File: config.mk
export PLATFORM = sky130hd
export DESIGN_NAME = fpw_alloc
export DESIGN_NICKNAME = d
export VERILOG_FILES = /design/src/rtl/fpw_pkg.sv /design/src/rtl/fpw_alloc.sv
export SDC_FILE = /design/constraint.sdc
export NUM_CORES = 1
export LEC_CHECK = 0
export ABC_AREA = 1
export BUFFER_PORTS_ARGS = -buffer_cell sky130_fd_sc_hd__buf_2
export CORE_ASPECT_RATIO = 0.5
export CORE_MARGIN = 10
export CORE_UTILIZATION = 55
export DETAILED_ROUTE_END_ITERATION = 10
export HOLD_SLACK_MARGIN = 0.12
export PLACE_DENSITY = 0.79
export SETUP_SLACK_MARGIN = 0.1
export SLEW_MARGIN = 40
export SYNTH_ARGS = -nofsm -noshare
export SYNTH_HDL_FRONTEND = slang
export SYNTH_SLANG_ARGS = --single-unit
File: constraint.sdc
create_clock -name clk_i -period 1.6 [get_ports clk_i]
set_input_delay 0.16 -clock clk_i [delete_from_list [all_inputs] [get_ports clk_i]]
set_output_delay 0.16 -clock clk_i [all_outputs]
set_load 0.01 [all_outputs]
File: src/rtl/fpw_pkg.sv
`timescale 1ns / 1ps
package fpw_pkg;

  localparam int FRAMES_DEF        = 64;
  localparam int TLB_SIZE_DEF      = 16;
  localparam int TABLE_ENTRIES     = 512;
  localparam int PAGE_SHIFT        = 12;
  localparam int IDX_W             = 9;
  localparam int FRAME_W           = 6;
  localparam int FRAME_LIMIT       = 64;
  localparam int VPN_W             = 36;
  localparam int ENTRY_W           = 7;

  localparam logic [1:0] OP_TRANSLATE = 2'd0;
  localparam logic [1:0] OP_MAP       = 2'd1;
  localparam logic [1:0] OP_ALLOC     = 2'd2;
  localparam logic [1:0] OP_UNMAP     = 2'd3;

  localparam logic [1:0] ST_OK       = 2'd0;
  localparam logic [1:0] ST_UNMAPPED = 2'd1;
  localparam logic [1:0] ST_NOFRAME  = 2'd2;

  typedef struct packed {
    logic [1:0]         opcode;
    logic [47:0]        virt_addr;
    logic [FRAME_W-1:0] phys_frame;
  } req_t;

  typedef struct packed {
    logic [1:0]         status;
    logic               tlb_hit;
    logic               present;
    logic [FRAME_W-1:0] frame_out;
  } rsp_t;

  // Request from the sequencer to the frame allocator and its answer.
  typedef struct packed {
    logic               start;
    logic               clr;
    logic [FRAME_W-1:0] clr_frame;
  } alloc_cmd_t;

  typedef struct packed {
    logic               done;
    logic               found;
    logic [FRAME_W-1:0] frame;
  } alloc_rsp_t;

endpackage

File: src/rtl/fpw_alloc.sv
`timescale 1ns / 1ps
// Lowest-free frame search, one frame tested per cycle, with the used bitmap.
module fpw_alloc #(
  parameter int FRAMES = fpw_pkg::FRAMES_DEF
) (
  input  logic                clk_i,
  input  logic                rst_ni,
  input  fpw_pkg::alloc_cmd_t cmd_i,
  output fpw_pkg::alloc_rsp_t rsp_o
);
  import fpw_pkg::*;

  localparam int SPAN = (FRAMES < FRAME_LIMIT) ? FRAMES : FRAME_LIMIT;

  logic [FRAMES-1:0]  used_q, used_d;
  logic               busy_q, busy_d;
  logic [FRAME_W-1:0] idx_q, idx_d;
  logic               cur_used;

  assign cur_used = used_q[idx_q];

  always_comb begin
    used_d = used_q;
    busy_d = busy_q;
    idx_d  = idx_q;
    rsp_o  = '0;
    if (cmd_i.clr && (32'(cmd_i.clr_frame) < FRAMES)) begin
      used_d[cmd_i.clr_frame] = 1'b0;
    end
    if (cmd_i.start) begin
      busy_d = 1'b1;
      idx_d  = '0;
    end else if (busy_q) begin
      // Test one frame per cycle; the first free one wins.
      if (!cur_used) begin
        rsp_o.done  = 1'b1;
        rsp_o.found = 1'b1;
        rsp_o.frame = idx_q;
        used_d[idx_q] = 1'b1;
        busy_d = 1'b0;
      end else if (32'(idx_q) == SPAN - 1) begin
        rsp_o.done = 1'b1;
        busy_d = 1'b0;
      end else begin
        idx_d = idx_q + 1'b1;
      end
    end
  end

  always_ff @(posedge clk_i or negedge rst_ni) begin
    if (!rst_ni) begin
      used_q <= '0;
      busy_q <= 1'b0;
      idx_q  <= '0;
    end else begin
      used_q <= used_d;
      busy_q <= busy_d;
      idx_q  <= idx_d;
    end
  end

endmodule

==> results of run 1 <==
critical path: stages, from the launching register on:
cell and delay [ns]:
dfrtp_2 0.43, buf_12 0.17, buf_12 0.12, buf_8 0.12
nand2_2 0.06, nand3_2 0.09, nand2_2 0.08, o21ai_2 0.17
nand2_2 0.09, nor2_4 0.15, nand2_4 0.09, inv_8 0.09
nand2_8 0.09, nor2_4 0.15, buf_6 0.11
layout by cell type (no fill, tap or decap), types with 2 or more instances in the layout:
cell type and instances:
nor2_1 19, buf_8 2, nor2_2 7, o21ai_0 64, dfrtp_1 70, buf_4 54
nand2_4 6, buf_12 10, inv_1 81, clkinv_2 2, nor2_4 8, nor3_4 5
o21ai_1 5, buf_2 12, clkbuf_16 9, nand3_1 33, nand4_1 15, clkbuf_8 3
nor3_1 9, nand2_8 2, nand2_1 148, buf_6 19, nand2_2 10, nand3b_1 2
nand3_2 9, or2_1 2, xor2_1 2, o21ai_2 60
stage by stage:
stage               TNS [ns]   util
global route          -60.33  0.783
finish                -55.89  0.784
global placement      -42.99  0.679
floorplan             -12.41      -
detailed placement    -47.47  0.679
CTS                   -47.09  0.760
logic make-up (layout without fill, tap and decap cells):
family	after synthesis	count (layout)
simple gates	276	278
compound gates	131	131
buf+inv	106	200
flops	71	71
xor+xnor	2	2
fa+ha+maj	1	1
other cells	0	1
metal layers:
metal	routed length, um	up-vias	share of wire
met5	0	-	0
met4	941	0	0.057
met3	2650	122	0.16
met2	7040	472	0.42
met1	6020	2253	0.36
li1	-	2092	-
power by group through the flow:
stage	Sequential [mW]	Clock (mW)	Combinational (mW)
finish	2.03	1.94	4.41
global route	2.04	1.99	4.59
CTS	2.03	1.91	3.83
detailed placement	2.03	0	2.99
global placement	2.02	0	2.94
floorplan	2.00	0	1.90
final cells by class:
class                      instances  share of cell area
clock inverter                     3             0.00296
antenna                            1            0.000423
timing repair buffer             100               0.166
inverter                          85              0.0580
clock buffer                      12              0.0451
tap                              108              0.0229
sequential                        71               0.301
multi-input combinational        412               0.404
registers in the layout, summed over array words and instances, names as in the netlist:
| signal | cells |
|---|---|
| used_q | 64 |
| idx_q | 6 |
| busy_q | 1 |
repair_timing:
| action | 4_1_cts | 5_1_grt |
|---|---|---|
| cloned | 5 | 0 |
| hold buffers | 1 | 0 |
| buffers inserted | 6 | 6 |
| resized for setup | 42 | 41 |
| pin swaps | 5 | 34 |
| endpoints found under the hold margin | 16 | 0 |
| setup endpoints to repair | 79 | 79 |
worst max path at each step:
stage,endpoint,slack [ns],start,cells after the start
after global placement,rsp_o[2],-0.60,idx_q[0]$_DFFE_PN0P_,13
final,rsp_o[2],-0.94,idx_q[0]$_DFFE_PN0P_,14
after global routing,rsp_o[2],-0.99,idx_q[0]$_DFFE_PN0P_,14
after detailed placement,used_q[40]$_DFF_PN0_,-0.68,idx_q[0]$_DFFE_PN0P_,13
after floorplan,rsp_o[0],-0.27,idx_q[0]$_DFFE_PN0P_,14
after CTS,rsp_o[3],-0.83,idx_q[0]$_DFFE_PN0P_,13
==> run_results.csv, run 1 <==
group,metric,value,unit
status,status,"finished, violations left",
status,violations,"setup timing",
clock_network,cts.htree.levels,3,
power_and_ir_drop,clkPwrFrac,0.232,
place,dp_hpwl,9730,um
final_layout,post-route-cell-area,5910,sq um
final_layout,fillers,456,
clock_network,cts_tree,"done",
detailed_routing,initialDrtViolationCount,890,
global_route,track_usage,0.252,
detailed_routing,drtPass1Iterations,7,
timing,slew_headroom,0.555,
power_and_ir_drop,power_frac_seq,0.242,
final_layout,area_delta_synth_final,34.4,%
timing,fmax,0.394,GHz
power_and_ir_drop,power_switching_share,0.420,
setup_path,crit_fanout,6,
power_and_ir_drop,power_frac_comb,0.526,
floorplanning,die-area,12200,sq um
synth,synth_top_family_by_area,"simple AND/OR/NAND/NOR gates",
synth,synthAdderAreaFrac,0.00285,
timing,rsz0062_at_grt,"true",
worst_hold_path,hold_start,"cmd_i[7]",
global_route,grt_use_met1,0.321,
synth,ys.flop_type,"dfrtp_1",
power_and_ir_drop,p_leak,2.71,nW
global_route,gr-usage-met2,0.384,
final_layout,stdcell_count,792,
global_route,grt_pass1_vias,4515,
setup_path,path_class,"register to output port",
setup_path,crit_required,1.44,ns
detailed_routing,viasPerCell,6.24,
place,portBuffers,17,
place,post-place-ws,-0.679,ns
timing,hold_ws,0.208,ns
clock_network,clkTransAtPathRegs,0.06,ns
power_and_ir_drop,internal-power,4.86,mW
synth,syn_avg_cell_area,7.49,sq um
final_layout,drive_gt1_frac,0.334,
synth,synth-simple-area-share,0.279,
detailed_routing,wire_per_inst,21.0,um
synth,synth_compound_area_frac,0.195,
final_layout,multi_input_area,2390,sq um
timing,finClkSkew,0.00813,ns
floorplanning,coreArea,7540,sq um
timing,fin_crit_sh,1.59,
detailed_routing,drc,0,
synth,synthCells,587,
detailed_routing,wl,16700,um
synth,syn-cell-area,4400,sq um
synth,synthDistinctLibCells,28,
floorplanning,die_w,146,um
setup_path,timing.rr.start,"idx_q[0]$_DFFE_PN0P_",
clock_network,cts_buffers,9,
timing,slew_violations,0,
setup_path,reg2reg_depth,15,
run,drv_cap,0,
timing,tightest_slew,0.667,ns
synth,muxShareOfSynthArea,0,
synth,seq_area_frac_synth,0.404,
place,placed_cells,759,
global_route,grt_pass1_wl,24500,um
synth,yosys-top-cells-count,"nand2_1 (161), inv_1 (81), dfrtp_1 (71)",
global_route,grt_max_degree,33,
place,gp_congestion,0.957,
synth,syn-num-nets,598,
detailed_routing,final_antenna_net_count,0,
power_and_ir_drop,pwr_density_cell,1420,nW/um^2
setup_path,critPathLaunchType,"register",
synth,synth.area.top_cells,"dfrtp_1 (40%), nand2_1 (14%), o21ai_2 (11%)",
power_and_ir_drop,power.switching,3.52,mW
clock_network,clk_path_buf_depth,2,
floorplanning,rows,22,
synth,ys_seq_elements,71,
worst_hold_path,hold_class,"input pin to register",
timing,fin_crit,2.54,ns
setup_path,endpoint_kind,"output port",
final_layout,regArea,1780,sq um
timing,setup_viol,79,
synth,yosysMostFrequentCell,"nand2_1",
synth,yosysTopAreaCell,"dfrtp_1",
final_layout,final_nets,690,
global_route,antenna_found_initial,1,
clock_network,cts.sinks,71,
worst_hold_path,hold_path_end,"idx_q[3]$_DFFE_PN0P_",
floorplanning,die_y,83.2,um
timing,hold_violations,0,
global_route,top_usage_layer,"met2",
floorplanning,ios,18,
power_and_ir_drop,p_total,8.38,mW
power_and_ir_drop,ir_worst_vdd,0.897,mV
clock_network,cts-root-buf,"clkbuf_16",
synth,ys_async_sr_fraction,1.00,
global_route,grt_util_met3,0.0806,
global_route,gr-total-overflow,0,
timing,fin_ws,-0.938,ns
setup_path,r2r_end,"used_q[55]$_DFF_PN0_",
floorplanning,start_util,0.583,
synth,synth.top_cell.area_share,0.404,
place,place_area,5120,sq um
synth,synth_edf_count,0,
detailed_routing,vias,4939,
setup_path,cp_data_arrival_time,2.38,ns
clock_network,clock_latency,0.34,ns
worst_hold_path,hold_path_depth,4,
synth,synthXorXnorAreaFrac,0.00399,
synth,yosysWarningCount,0,
setup_path,reg2reg_slack,-0.85,ns
No activity file was read; power rests on OpenSTA's default activity.
==> inputs of run 2 (changes only) <==
Settings changed: ABC_AREA 1 to not set, CTS_BUF_LIST set to sky130_fd_sc_hd__clkbuf_8, PLACE_DENSITY 0.79 to 0.8.
==> run_results.csv, run 2 <==
group,metric,value,unit
floorplanning,coreArea,6260,sq um
timing,slew_headroom,0.575,
synth,yosysTopAreaCell,"dfrtp_1",
global_route,grt_pass1_vias,3616,
synth,syn-cell-area,3640,sq um
synth,synth.top_cell.area_share,0.487,
setup_path,slowest_delay,0.53,ns
final_layout,area_delta_synth_final,31.7,%
detailed_routing,drtPass1Iterations,7,
place,portBuffers,17,
synth,syn-num-nets,376,
floorplanning,die_y,77.6,um
floorplanning,start_util,0.583,
final_layout,stdcell_count,520,
timing,fin_crit,3.00,ns
synth,ys_async_sr_fraction,1.00,
timing,fin_crit_sh,1.88,
setup_path,crit_fanout,7,
global_route,gr-total-overflow,0,
timing,tightest_slew,0.636,ns
final_layout,largest_reg_flops,64,
synth,ys.flop_type,"dfrtp_1",
timing,fmax,0.333,GHz
synth,seq_area_frac_synth,0.487,
clock_network,cts.sinks,71,
synth,yosys-top-cells-count,"o21ai_0 (128), dfrtp_1 (71), nand2_1 (17)",
timing,slew_violations,0,
floorplanning,ios,18,
clock_network,clk_path_buf_depth,2,
clock_network,clkTransAtPathRegs,0.08,ns
synth,ys_seq_elements,71,
synth,synth.area.top_cells,"dfrtp_1 (49%), o21ai_0 (18%), mux2i_1 (4.4%)",
clock_network,cts-root-buf,"clkbuf_8",
final_layout,regArea,1780,sq um
detailed_routing,final_antenna_net_count,0,
status,status,"finished, violations left",
run,drv_cap,0,
final_layout,largest_register,"used_q",
final_layout,post-route-cell-area,4800,sq um
place,placed_cells,491,
synth,yosysWarningCount,0,
final_layout,multi_input_area,2050,sq um
setup_path,path_class,"register to output port",
synth,synthDistinctLibCells,41,
floorplanning,die-area,10500,sq um
setup_path,crit_buf_inv,3,
synth,synth_edf_count,0,
final_layout,num_antenna_cells,0,
floorplanning,rows,20,
setup_path,critPathLaunchType,"register",
timing,hold_violations,0,
final_layout,top_regs,"used_q x64, idx_q x6, busy_q x1",
timing,rsz0062_at_grt,"true",
setup_path,cp_cell_sequence,"buf_12, mux4_2, or3b_1, nand4_1, or4_4, nor3_4, buf_6, and2_4, buf_6",
final_layout,layout_common_cells,"dfrtp_1 (69), o21ai_0 (64), o21ai_2 (56)",
timing,setup_viol,79,
global_route,grt_max_degree,72,
setup_path,crit_slowest_cell,"or4_4",
final_layout,final_nets,438,
synth,yosysMostFrequentCell,"o21ai_0",
clock_network,cts.htree.levels,3,
setup_path,crit_family,"simple AND/OR/NAND/NOR gates",
floorplanning,die_w,135,um
setup_path,crit_required,1.44,ns
clock_network,cts_buffers,9,
power_and_ir_drop,ir_worst_vdd,0.675,mV
detailed_routing,viasPerCell,6.93,
clock_network,cts_tree,"done",
final_layout,final_common_cell,"dfrtp_1",
detailed_routing,drc,0,
clock_network,clock_latency,0.37,ns
place,dp_hpwl,7290,um
final_layout,fillers,351,
timing,finClkSkew,0.0132,ns
setup_path,critPathMostFrequentCell,"buf_6",
timing,fin_ws,-1.40,ns
synth,synthCells,365,
status,violations,"setup timing",
power_and_ir_drop,p_leak,2.03,nW
global_route,antenna_found_initial,0,
global_route,track_usage,0.238,
detailed_routing,wire_per_inst,24.2,um
detailed_routing,initialDrtViolationCount,664,
detailed_routing,vias,3603,
timing,finalSetupTns,-99.51,ns
synth,syn_avg_cell_area,9.99,sq um
place,place_area,4110,sq um
setup_path,cp_data_arrival_time,2.84,ns
detailed_routing,wl,12600,um
global_route,grt_pass1_wl,19700,um
final_layout,drive_gt1_frac,0.426,
worst_hold_path,hold_class,"input pin to register",
place,gp_congestion,0.920,
setup_path,endpoint_kind,"output port",
power_and_ir_drop,pwr_density_cell,1180,nW/um^2
==> run 2: changes by cell type after synthesis, moves of 9 or more <==
cell,previous run,this run
mux2i_1,0,16
o21ai_1,9,0
nor2_1,29,6
nand3_1,43,15
nand2_1,161,17
nand3b_1,2,11
a21oi_1,0,9
o21ai_2,53,0
inv_1,81,2
o21ai_0,67,128
nand4_1,15,3
==> run 2: area by class of cell <==
class                           instances  area share
Sequential cell                        71       0.371
Inverter                                2     0.00156
Timing Repair Buffer                   73       0.131
Clock buffer                           11      0.0315
Tap cell                               88      0.0229
Clock inverter                          5      0.0167
Multi-Input combinational cell        270       0.426
==> run 2: metal layers <==
metal  vias to the layer above  wire [um]  global-route usage
met5                         -          0                   0
met1                      1786       4800               0.284
li1                       1481          -                   -
met4                         0        571               0.146
met3                        68       1330              0.0880
met2                       268       5860               0.362
==> run 2: kinds of logic after synthesis <==
group / after synthesis / share of synthesized area
compound gates: 145 / 0.205
flops: 71 / 0.487
simple gates: 98 / 0.164
fa+ha+maj: 1 / 0.00343
buf+inv: 24 / 0.0326
mux: 26 / 0.107
==> run 2: timing repair <==
item / CTS / global route
setup endpoints to repair: 79 / 79
hold buffers: 2 / 0
buffers inserted: 11 / 1
pin swaps: 17 / 9
hold endpoints to repair: 72 / 0
gates resized for setup: 83 / 29
==> run 2: final timing paths <==
check / startpoint / end / slack, ns / cells after the start
hold / removal: cmd_i[0] / used_q[56]$_DFF_PN0_ / 0.17 / 3
setup / recovery: idx_q[0]$_DFFE_PN0P_ / rsp_o[4] / -1.40 / 9
setup reg to reg: idx_q[0]$_DFFE_PN0P_ / used_q[43]$_DFF_PN0_ / -1.38 / 12
hold reg to reg: used_q[38]$_DFF_PN0_ / used_q[38]$_DFF_PN0_ / 0.53 / 2
min in group asynchronous: rst_ni / used_q[62]$_DFF_PN0_ / 0.38 / 3
max in group asynchronous: rst_ni / idx_q[2]$_DFFE_PN0P_ / 0.90 / 3
==> run 2: power by group <==
part / switching, mW / internal, mW
clock: 0.704 / 0.959
combinational: 0.999 / 0.958
sequential: 0.129 / 1.90
==> run 2: tightest hold or removal path, stage by stage <==
cell     delay (ns)
buf_2          0.17
o31ai_1        0.12
o21ai_2        0.05
==> run 2: through the flow <==
step / util / setup WS [ns] / power (mW) / hold WS [ns]
6_report: 0.767 / -1.40 / 5.65 / 0.167
5_1_grt: 0.767 / -1.47 / 5.84 / 0.186
4_1_cts: 0.748 / -1.33 / 5.46 / 0.163
3_3_place_gp: 0.657 / -1.08 / 3.37 / 0.205
2_1_floorplan: - / -1.00 / 2.96 / -0.136
3_5_place_dp: 0.657 / -1.17 / 3.44 / 0.220
